==> src/rtl/dsn_pkg.sv <==
`default_nettype none

package dsn_pkg;

   localparam int unsigned SCORE_W = 32;

   typedef logic [SCORE_W-1:0] score_type;

   // Exchange only when both are non-negative and the left one is smaller
   function automatic logic must_swap(input score_type left, input score_type right);
      logic both_pos;
      both_pos = !left[SCORE_W-1] && !right[SCORE_W-1];
      return both_pos && (left < right);
   endfunction

endpackage

`default_nettype wire

==> src/rtl/dsn_ram.sv <==
`default_nettype none

module dsn_ram
   import dsn_pkg::*;
#(
   parameter int unsigned DEPTH = 16,
   parameter int unsigned AW    = 4
) (
   input  wire logic          clock,
   input  wire logic          wr_en,
   input  wire logic [AW-1:0] wr_addr,
   input  wire score_type     wr_data,
   input  wire logic          rd_en,
   input  wire logic [AW-1:0] rd_addr,
   output score_type          rd_data
);

   score_type mem [DEPTH];
   score_type rd_data_ff;

   always_ff @(posedge clock) begin
      if (wr_en) begin
         mem[wr_addr] <= wr_data;
      end
      if (rd_en) begin
         rd_data_ff <= mem[rd_addr];
      end
   end

   assign rd_data = rd_data_ff;

endmodule

`default_nettype wire

==> src/rtl/descending_sort_nonnegative.sv <==
// Channel   Dir  tdata                    tuser  tlast
// req_      in   [31:0] score_value       -      is_last
// rsp_      out  [31:0] sorted_value      -      last_out
//
// Beats past MAX_ITEMS are dropped during loading.
// Sorting n >= 2 elements runs in backward bubble passes with one compare per
// cycle, limited by the single read and single write port of the store.
// A list of one element skips the sort and goes straight to readout.
// Each result beat is read, registered and handed off before the next read starts.
// Reset clears the control state only; the store needs no clearing pass.
// Input is accepted only while loading; a held result stalls the readout.
`default_nettype none

module descending_sort_nonnegative
   import dsn_pkg::*;
#(
   parameter int unsigned MAX_ITEMS = 16
) (
   input  wire logic        clock,
   input  wire logic        reset,
   input  wire logic        req_tvalid,
   output logic             req_tready,
   input  wire logic [31:0] req_tdata,   // [31:0] score_value
   input  wire logic        req_tlast,
   output logic             rsp_tvalid,
   input  wire logic        rsp_tready,
   output logic [31:0]      rsp_tdata,   // [31:0] sorted_value
   output logic             rsp_tlast
);

   localparam int unsigned AW = $clog2(MAX_ITEMS);
   localparam int unsigned CW = $clog2(MAX_ITEMS + 1);

   localparam logic [2:0] S_LOAD  = 3'd0;
   localparam logic [2:0] S_PRIME = 3'd1;
   localparam logic [2:0] S_FIRST = 3'd2;
   localparam logic [2:0] S_STEP  = 3'd3;
   localparam logic [2:0] S_TAIL  = 3'd4;
   localparam logic [2:0] S_EMIT  = 3'd5;

   logic [2:0]    state_ff, state_in;
   logic [CW-1:0] count_ff, count_in;
   logic [AW-1:0] start_ff, start_in;
   logic [AW-1:0] pos_ff, pos_in;
   logic [AW-1:0] k_ff, k_in;
   score_type     cur_ff, cur_in;
   logic          rd_pend_ff, rd_pend_in;
   logic          last_pend_ff, last_pend_in;
   logic          rsp_valid_ff, rsp_valid_in;
   score_type     rsp_data_ff;
   logic          rsp_last_ff;

   logic          wr_en, rd_en;
   logic [AW-1:0] wr_addr, rd_addr;
   score_type     wr_data, rd_data;

   logic          req_fire, room, swap;
   logic [CW-1:0] count_next;
   logic [AW-1:0] last_idx;
   logic [AW:0]   pos_p1, pos_p2;

   dsn_ram #(.DEPTH(MAX_ITEMS), .AW(AW)) u_ram (
      .clock  (clock),
      .wr_en  (wr_en),
      .wr_addr(wr_addr),
      .wr_data(wr_data),
      .rd_en  (rd_en),
      .rd_addr(rd_addr),
      .rd_data(rd_data)
   );

   assign req_tready = (state_ff == S_LOAD);
   assign req_fire   = req_tvalid && req_tready;
   assign room       = (count_ff < CW'(MAX_ITEMS));
   assign count_next = count_ff + CW'(room);
   assign last_idx   = AW'(count_ff - CW'(1));
   assign pos_p1     = {1'b0, pos_ff} + (AW+1)'(1);
   assign pos_p2     = {1'b0, pos_ff} + (AW+1)'(2);
   assign swap       = must_swap(cur_ff, rd_data);

   always_comb begin
      state_in     = state_ff;
      count_in     = count_ff;
      start_in     = start_ff;
      pos_in       = pos_ff;
      k_in         = k_ff;
      cur_in       = cur_ff;
      rd_pend_in   = 1'b0;
      last_pend_in = last_pend_ff;
      wr_en        = 1'b0;
      wr_addr      = pos_ff;
      wr_data      = cur_ff;
      rd_en        = 1'b0;
      rd_addr      = start_ff;

      unique case (state_ff)
         S_LOAD: begin
            if (req_fire) begin
               wr_en    = room;
               wr_addr  = AW'(count_ff);
               wr_data  = req_tdata;
               count_in = count_next;
               if (req_tlast) begin
                  k_in     = '0;
                  start_in = AW'(count_next - CW'(2));
                  state_in = (count_next == CW'(1)) ? S_EMIT : S_PRIME;
               end
            end
         end
         S_PRIME: begin
            rd_en    = 1'b1;
            rd_addr  = start_ff;
            state_in = S_FIRST;
         end
         S_FIRST: begin
            cur_in   = rd_data;
            rd_en    = 1'b1;
            rd_addr  = AW'({1'b0, start_ff} + (AW+1)'(1));
            pos_in   = start_ff;
            state_in = S_STEP;
         end
         S_STEP: begin
            // rd_data is the element right of pos; of two non-negatives the larger stays behind
            wr_en   = 1'b1;
            wr_addr = pos_ff;
            wr_data = swap ? rd_data : cur_ff;
            cur_in  = swap ? cur_ff : rd_data;
            if (AW'(pos_p1) == last_idx) begin
               state_in = S_TAIL;
            end else begin
               rd_en   = 1'b1;
               rd_addr = AW'(pos_p2);
               pos_in  = AW'(pos_p1);
            end
         end
         S_TAIL: begin
            wr_en   = 1'b1;
            wr_addr = last_idx;
            wr_data = cur_ff;
            if (start_ff == '0) begin
               state_in = S_EMIT;
            end else begin
               rd_en    = 1'b1;
               rd_addr  = start_ff - AW'(1);
               start_in = start_ff - AW'(1);
               state_in = S_FIRST;
            end
         end
         S_EMIT: begin
            if (!rd_pend_ff && !rsp_valid_ff) begin
               rd_en        = 1'b1;
               rd_addr      = k_ff;
               rd_pend_in   = 1'b1;
               last_pend_in = (k_ff == last_idx);
               if (k_ff == last_idx) begin
                  count_in = '0;
                  state_in = S_LOAD;
               end else begin
                  k_in = k_ff + AW'(1);
               end
            end
         end
         default: begin
            state_in = S_LOAD;
         end
      endcase
   end

   always_comb begin
      rsp_valid_in = rsp_valid_ff;
      if (rd_pend_ff) begin
         rsp_valid_in = 1'b1;
      end else if (rsp_tready) begin
         rsp_valid_in = 1'b0;
      end
   end

   always_ff @(posedge clock) begin
      if (reset) begin
         state_ff     <= S_LOAD;
         count_ff     <= '0;
         rd_pend_ff   <= 1'b0;
         rsp_valid_ff <= 1'b0;
      end else begin
         state_ff     <= state_in;
         count_ff     <= count_in;
         rd_pend_ff   <= rd_pend_in;
         rsp_valid_ff <= rsp_valid_in;
      end
   end

   always_ff @(posedge clock) begin
      start_ff     <= start_in;
      pos_ff       <= pos_in;
      k_ff         <= k_in;
      cur_ff       <= cur_in;
      last_pend_ff <= last_pend_in;
      if (rd_pend_ff) begin
         rsp_data_ff <= rd_data;
         rsp_last_ff <= last_pend_ff;
      end
   end

   assign rsp_tvalid = rsp_valid_ff;
   assign rsp_tdata  = rsp_data_ff;
   assign rsp_tlast  = rsp_last_ff;

`ifndef NO_ASSERTIONS
   a_count_bound: assert property (@(posedge clock) disable iff (reset)
      count_ff <= CW'(MAX_ITEMS))
      else $error("element count beyond store depth");

   a_read_slot_free: assert property (@(posedge clock) disable iff (reset)
      rd_pend_ff |-> !rsp_valid_ff)
      else $error("readout issued while result register busy");

   a_step_in_range: assert property (@(posedge clock) disable iff (reset)
      (state_ff == S_STEP) |-> (pos_ff < last_idx && count_ff >= CW'(2)))
      else $error("compare position past end of list");

   a_emit_nonempty: assert property (@(posedge clock) disable iff (reset)
      (state_ff == S_EMIT) |-> (count_ff != '0 && k_ff <= last_idx))
      else $error("readout of an empty list");
`endif

endmodule

`default_nettype wire

==> config.mk <==
export PLATFORM = sky130hd
export DESIGN_NAME = descending_sort_nonnegative
export DESIGN_NICKNAME = d
export VERILOG_FILES = /design/src/rtl/dsn_pkg.sv /design/src/rtl/dsn_ram.sv /design/src/rtl/descending_sort_nonnegative.sv
export SDC_FILE = /design/constraint.sdc
export NUM_CORES = 1
export LEC_CHECK = 0
export ABC_AREA = 1
export BUFFER_PORTS_ARGS = -buffer_cell sky130_fd_sc_hd__buf_2
export CAP_MARGIN = 20
export CORE_UTILIZATION = 40
export DETAILED_ROUTE_END_ITERATION = 12
export GPL_ROUTABILITY_DRIVEN = 0
export REMOVE_ABC_BUFFERS = 1
export SETUP_SLACK_MARGIN = 0.3
export SLEW_MARGIN = 20
export SYNTH_ARGS = -nofsm -noshare
export SYNTH_HDL_FRONTEND = slang
export SYNTH_HIERARCHICAL = 1
export SYNTH_SLANG_ARGS = --single-unit
==> constraint.sdc <==
create_clock -name clock -period 4.52 [get_ports clock]
set_input_delay 0.452 -clock clock [delete_from_list [all_inputs] [get_ports clock]]
set_output_delay 0.452 -clock clock [all_outputs]
set_load 0.05 [all_outputs]
# --- After elaboration in Yosys (flattened, before gate mapping) ---
# Memories as Yosys holds them, arrays and structs flattened. A register that Yosys moved wholly into a read port is not among the register bits.
# Index checks and enable logic that the tools add are counted.
word_totals:
  mem_bits_rw: 512
  reg_bits: 88
  out_inout_bits: 35
  n_memories: 1
  elab_cells: 106
op_classes:
  eq_ne: 16
  add_sub_neg: 8
  n_reduce_logical: 24
  bitwise_logic: 1
  magnitude_cmp: 2
  mux: 43
memory_table:
  columns: ["name", "depth", "word_bits", "read_ports", "rd_ports_with_merged_regs", "wr", "line", "source"]
  rows:
  - ["u_ram.mem", 16, 32, 1, 1, 1, "dsn_ram.sv:18", "score_type mem [DEPTH];"]
ops:
  columns: ["op", "n"]
  rows:
  - ["$pmux W32 S2", 2]
  - ["$mux W32", 3]
  - ["$mux W4", 11]
  - ["$lt A32 B32 Y1", 1]
  - ["$pmux W4 S2", 4]
  - ["$mux W3", 7]
  - ["$pmux W3 S6", 1]
  - ["$pmux W4 S4", 1]
  - ["$mux W5", 3]
  - ["$add A4 B1 Y4 const B", 3]
  - ["$ne A2 B2 Y1 const B", 6]
  - ["$pmux W5 S2", 1]
  - ["$reduce_and A5 Y1", 2]
  - ["$eq A4 B4 Y1", 2]
  - ["$mux W1", 8]
  - ["$reduce_bool A2 Y1", 4]
  - ["$sub A4 B1 Y4 const B", 2]
  - ["$eq A3 B2 Y1 const B", 2]
  - ["$eq A3 B3 Y1 const B", 2]
  - ["$reduce_and A2 Y1", 3]
  - ["$reduce_or A2 Y1", 3]
  - ["$add A5 B1 Y5", 1]
  - ["$eq A5 B1 Y1 const B", 1]
  - ["$lt A5 B5 Y1 const B", 1]
  - ["other kinds (13)", 20]

# --- Longest topological paths before layout ---
logic_depth:
  ltp_word: 7
  ltp_mapped: 20
  depth_no_buf: 17

# --- Cells and area by module ---
# The synthesis kept the hierarchy.
modules_own_cells:
  columns: ["module", "instances", "area_per_inst_um2", "cells_per_inst"]
  rows:
  - ["dsn_ram", 1, 23050.9, 2120]
  - ["descending_sort_nonnegative", 1, 5984.5, 741]

# --- Worst setup path after synthesis ---
# OpenSTA, ideal clock, no wires.
synth_path:
  path_kind: "reg-to-reg"
  from: "reg cur_ff[31]"
  to: "reg cur_ff[0] (enable)"
  path_stages_with_launch: 9
  required_time_ns: 4.079
  path_buffers: 1
  setup_slack_ns: 0.900
  arrival_ns: 3.179
  synth_period_minus_slack_ns: 3.620
  path_cell_list: "edfxtp_1 inv_1 ha_1 inv_2 nand4_1 nor3_2 a21oi_4 buf_2 a31oi_1"
synth_between:
  elab_chain_cells: 5
synth_lines:
  columns: ["element", "line", "source"]
  rows:
  - ["start: declaration", "descending_sort_nonnegative.sv:46", "score_type cur_ff, cur_in;"]
  - ["start signal: assignment", "descending_sort_nonnegative.sv:196", "cur_ff <= cur_in;"]
  - ["parallel branches: the longest is 2 deep, another holds $lt A32 B32 Y1", null, null]
  - ["$logic_and A1 B1 Y1 *", "dsn_pkg.sv:13", "return both_pos && (left < right);"]
  - ["$ne A2 B2 Y1 (no source line) *", null, null]
  - ["$reduce_and A2 Y1 (no source line) *", null, null]
# Mark *: on every way between the ends.
# A chain may end at the register's enable or synchronous reset.

# --- Worst setup path after layout ---
layout_path:
  from: "reg count_ff[0]"
  to: "reg u_ram.rd_data_ff[25] (netlist: u_ram/rd_data[25]) (read register of u_ram.mem) (data pin)"
layout_between:
  elab_chain_cells: 4
layout_lines:
  columns: ["element", "line", "source"]
  rows:
  - ["start: declaration", "descending_sort_nonnegative.sv:42", "logic [CW-1:0] count_ff, count_in;"]
  - ["start signal: assignment", "descending_sort_nonnegative.sv:186", "count_ff <= count_in;"]
  - ["$sub A4 B1 Y4", "descending_sort_nonnegative.sv:76", "assign last_idx = AW'(count_ff - CW'(1));"]
  - ["$eq A4 B4 Y1", "descending_sort_nonnegative.sv:128", "if (AW'(pos_p1) == last_idx) begin"]
  - ["$mux W4", "descending_sort_nonnegative.sv:128", null]
  - ["$pmux W4 S4", "descending_sort_nonnegative.sv:96", "unique case (state_ff)"]
  - ["net rd_addr[1]", "descending_sort_nonnegative.sv:54", "logic [AW-1:0] wr_addr, rd_addr;"]
  - ["end: declaration", "dsn_ram.sv:19", "score_type rd_data_ff;"]
# The timed path passes the listed nets, and every way through them passes these cells.

==> flow_summary_export.csv <==
group,metric,value,unit
routing,dr_total_vias,20049,
cts,clock_sinks,632,
critical_path,max_stage_delay,440,ps
cts,cts_inserted_buffers,69,
routing,via_per_inst,5.11,
synthesis,synth_area,29000,um2
finish,n_fill_cell,6567,
cts,ctsLongestPathBuffers,3,
critical_path,r2r-start,"count_ff[0]$_SDFFE_PP0P_",
synthesis,synth_top_family_by_area,"simple AND/OR/NAND/NOR gates",
die,die_w,271,um
die,ios,72,
cts,cts_tree,"built",
synthesis,yosys_warnings,6,
run_status,status,"finished clean",
finish,final_common_cell,"nand2_1",
finish,layout_common_cells,"nand2_1, edfxtp_1, inv_1, nand3_1, buf_2",
critical_path,cpLargestDelayFamily,"simple AND/OR/NAND/NOR gates",
critical_path,startpoint_type,"flip-flop",
critical_path,critPathBufInv,2,
die,fp-row-count,98,
timing,worst_pin_slew,1030,ps
finish,antenna_cells,0,
placed_design,post-dp-hpwl,42.4,mm
global_routing,grt_start_max_net_pins,163,
die,start_util,40.5,%
cts,clock_insertion_delay_worst_skew,620,ps
routing,dr.pass1.iters,6,
routing,wirelength,78.1,mm
critical_path,critPathArrivalTime,3960,ps
routing,routedWlPerCell,19.9,um
synthesis,syn-mean-instance-area,10.1,um2
critical_path,cp.required,4890,ps
timing,finalSetupViolCount,0,
critical_path,critPathKind,"reg -> reg",
synthesis,yosys.area_share.simple,20.9,%
timing,post-route-period-util,79.4,%
placed_design,io_buffers,71,
global_routing,grt_util_all_layers,21.3,%
synthesis,synthCells,2861,
routing,drtAntennaViolNets,0,
cts,post_cts_buffers,0,
synthesis,synthXorXnorAreaFrac,0.638,%
synthesis,synth_compound_area_share,1.87,%
die,core_area,71600,um2
global_routing,grt_pass1_wl,118,mm
timing,slew_headroom,31.2,%
cts,cts_root_buffer,"clkbuf_16",
timing,fmax,279,MHz
timing,grt_setup_unrepaired,"false",
global_routing,antenna_found_initial,3,
critical_path,worstPathMaxFanout,128,
finish,syn_to_final_growth,12.3,%
global_routing,overflow,0,
timing,final.setup_skew,28.8,ps
critical_path,crit_chain,"inv_2 > ha_1 > xor2_1 > nand3_1 > nor2_2 > nand2_2 > o21ai_1 > nand2_1 > o211ai_1 > inv_8 > nand3_1 > nand3_1 > nand3_1 > nand2_1",
critical_path,cp_slowest_cell,"dfxtp_1",
synthesis,synth-adder-area-share,1.77,%
cts,cts_resized,0,
routing,drt_iter0_drc,2033,
finish,fin_nets,2998,
cts,holdBufCountCts,0,
hold_path,hold_path_class,"in -> reg",
critical_path,crit_top_cell,"nand3_1",
synthesis,muxShareOfSynthArea,0,%
critical_path,critPathCaptureType,"flip-flop",
timing,fin_tns_setup,0,ps
cts,cts.clk_slew.worst_paths,60,ps
timing,post-route-min-period,3590,ps
die,die_area,73700,um2
finish,final_layout_size_suffix_gt1_share,9.35,%
cts,htree_levels,3,
global_routing,grt_pass1_vias,19394,
synthesis,synth-seq-cells,632,
die,die_h,271,um
timing,hold_viol_final,0,
synthesis,yosysSeqAreaShare,65.0,%
timing,drv_slew,0,
routing,drc_errors,0,
critical_path,crit_start,"count_ff[0]$_SDFFE_PP0P_",
synthesis,synth_cell_type_count,47,
hold_path,hold_start,"rsp_tready",
flow_run,drv_cap,0,
synth_stat cells (all sizes together):
cell type | instances | area, um2
inv | 532 | 2010
dfxtp | 10 | 200
edfxtp | 622 | 18700
nand3 | 497 | 2500
nand2 | 847 | 3210
a211oi | 2 | 15.0
xnor2 | 8 | 96.4
nand3b | 4 | 30.0
a21oi | 21 | 128
o221ai | 3 | 26.3
nor2 | 54 | 238
clkbuf | 14 | 52.6
a221oi | 1 | 8.76
or2 | 1 | 6.26
o21bai | 1 | 7.51
buf | 115 | 786
o2111ai | 1 | 8.76
o21a | 1 | 7.51
a21boi | 1 | 7.51
xor2 | 8 | 88.8
and3 | 1 | 6.26
o211ai | 3 | 22.5
o21ai | 53 | 265
nand4 | 6 | 37.5
a31oi | 1 | 6.26
ha | 41 | 513
o22ai | 5 | 31.3
nor3 | 7 | 45.0
o31ai | 1 | 7.51
worst reg2reg max path, delay by kind of cell, from the launching register on:
family / cells / cell delay [ps]
and+or+nand+nor: 8 / 1270
AOI/OAI and AO/OA: 2 / 590
buffers and inverters: 2 / 530
DFF: 1 / 440
adders and majority gates: 1 / 360
xor gates and xnor gates: 1 / 170
area by class of cell:
type                       count  area [um2]  share of cell area, %
clock buffer                  84        1800                   5.54
clock inverter                39         335                   1.03
inverter                     532        2020                   6.19
multi-input combinational   1568        7480                   23.0
sequential                   632       18900                   57.9
tap                          950        1190                   3.65
timing repair buffer         117         888                   2.73
worst paths after layout:
path	to	slack, ps	depth (start not counted)
setup / recovery	u_ram/rd_data[25]$_DFFE_PP_	930	14
hold / removal	rsp_tvalid$_SDFFE_PP0P_	30	2
setup reg to reg	u_ram/rd_data[25]$_DFFE_PP_	930	14
hold reg to reg	rsp_tlast$_DFFE_PP_	430	0
logic make-up (layout without fill, tap and decap cells):
group           after synthesis  in the layout
simple gates               1417           1417
buf+inv                     661            772
flops                       632            632
compound gates               94             94
fa+ha+maj                    41             41
xor+xnor                     16             16
per-layer routing:
metal  track usage [%]  vias up  share of wire (%)
met4              6.99        2                2.8
li1                  -     9430                  -
met5                 0        -             0.0090
met2              34.8      812                 47
met3              3.46      156                7.6
met1              28.8     9649                 43
through the flow:
stage                     hold slack, ps  util, %  worst slack (ps)  std cells  cell area, um2
after floorplan                      400        -            -11730       2732           28200
after global placement               410     42.5              1060       3799           30500
after detailed placement             422     42.5              1020       3799           30500
after CTS                          0.222     45.5               948       3922           32600
after global routing                22.5     45.5               726       3922           32600
final                               28.7     45.5               933       3922           32600
sequential cells by signal, indices dropped and copies added, names as in the netlist:
name,cells
rd_pend_ff,1
u_ram/mem,512
rsp_tvalid,1
state_ff,3
u_ram/rd_data,32
k_ff,4
rsp_tlast,1
count_ff,5
rsp_tdata,32
cur_ff,32
pos_ff,4
last_pend_ff,1
start_ff,4
Power is not shown: default switching activity piles up to over one toggle a cycle in this logic, so the estimate is an artifact.
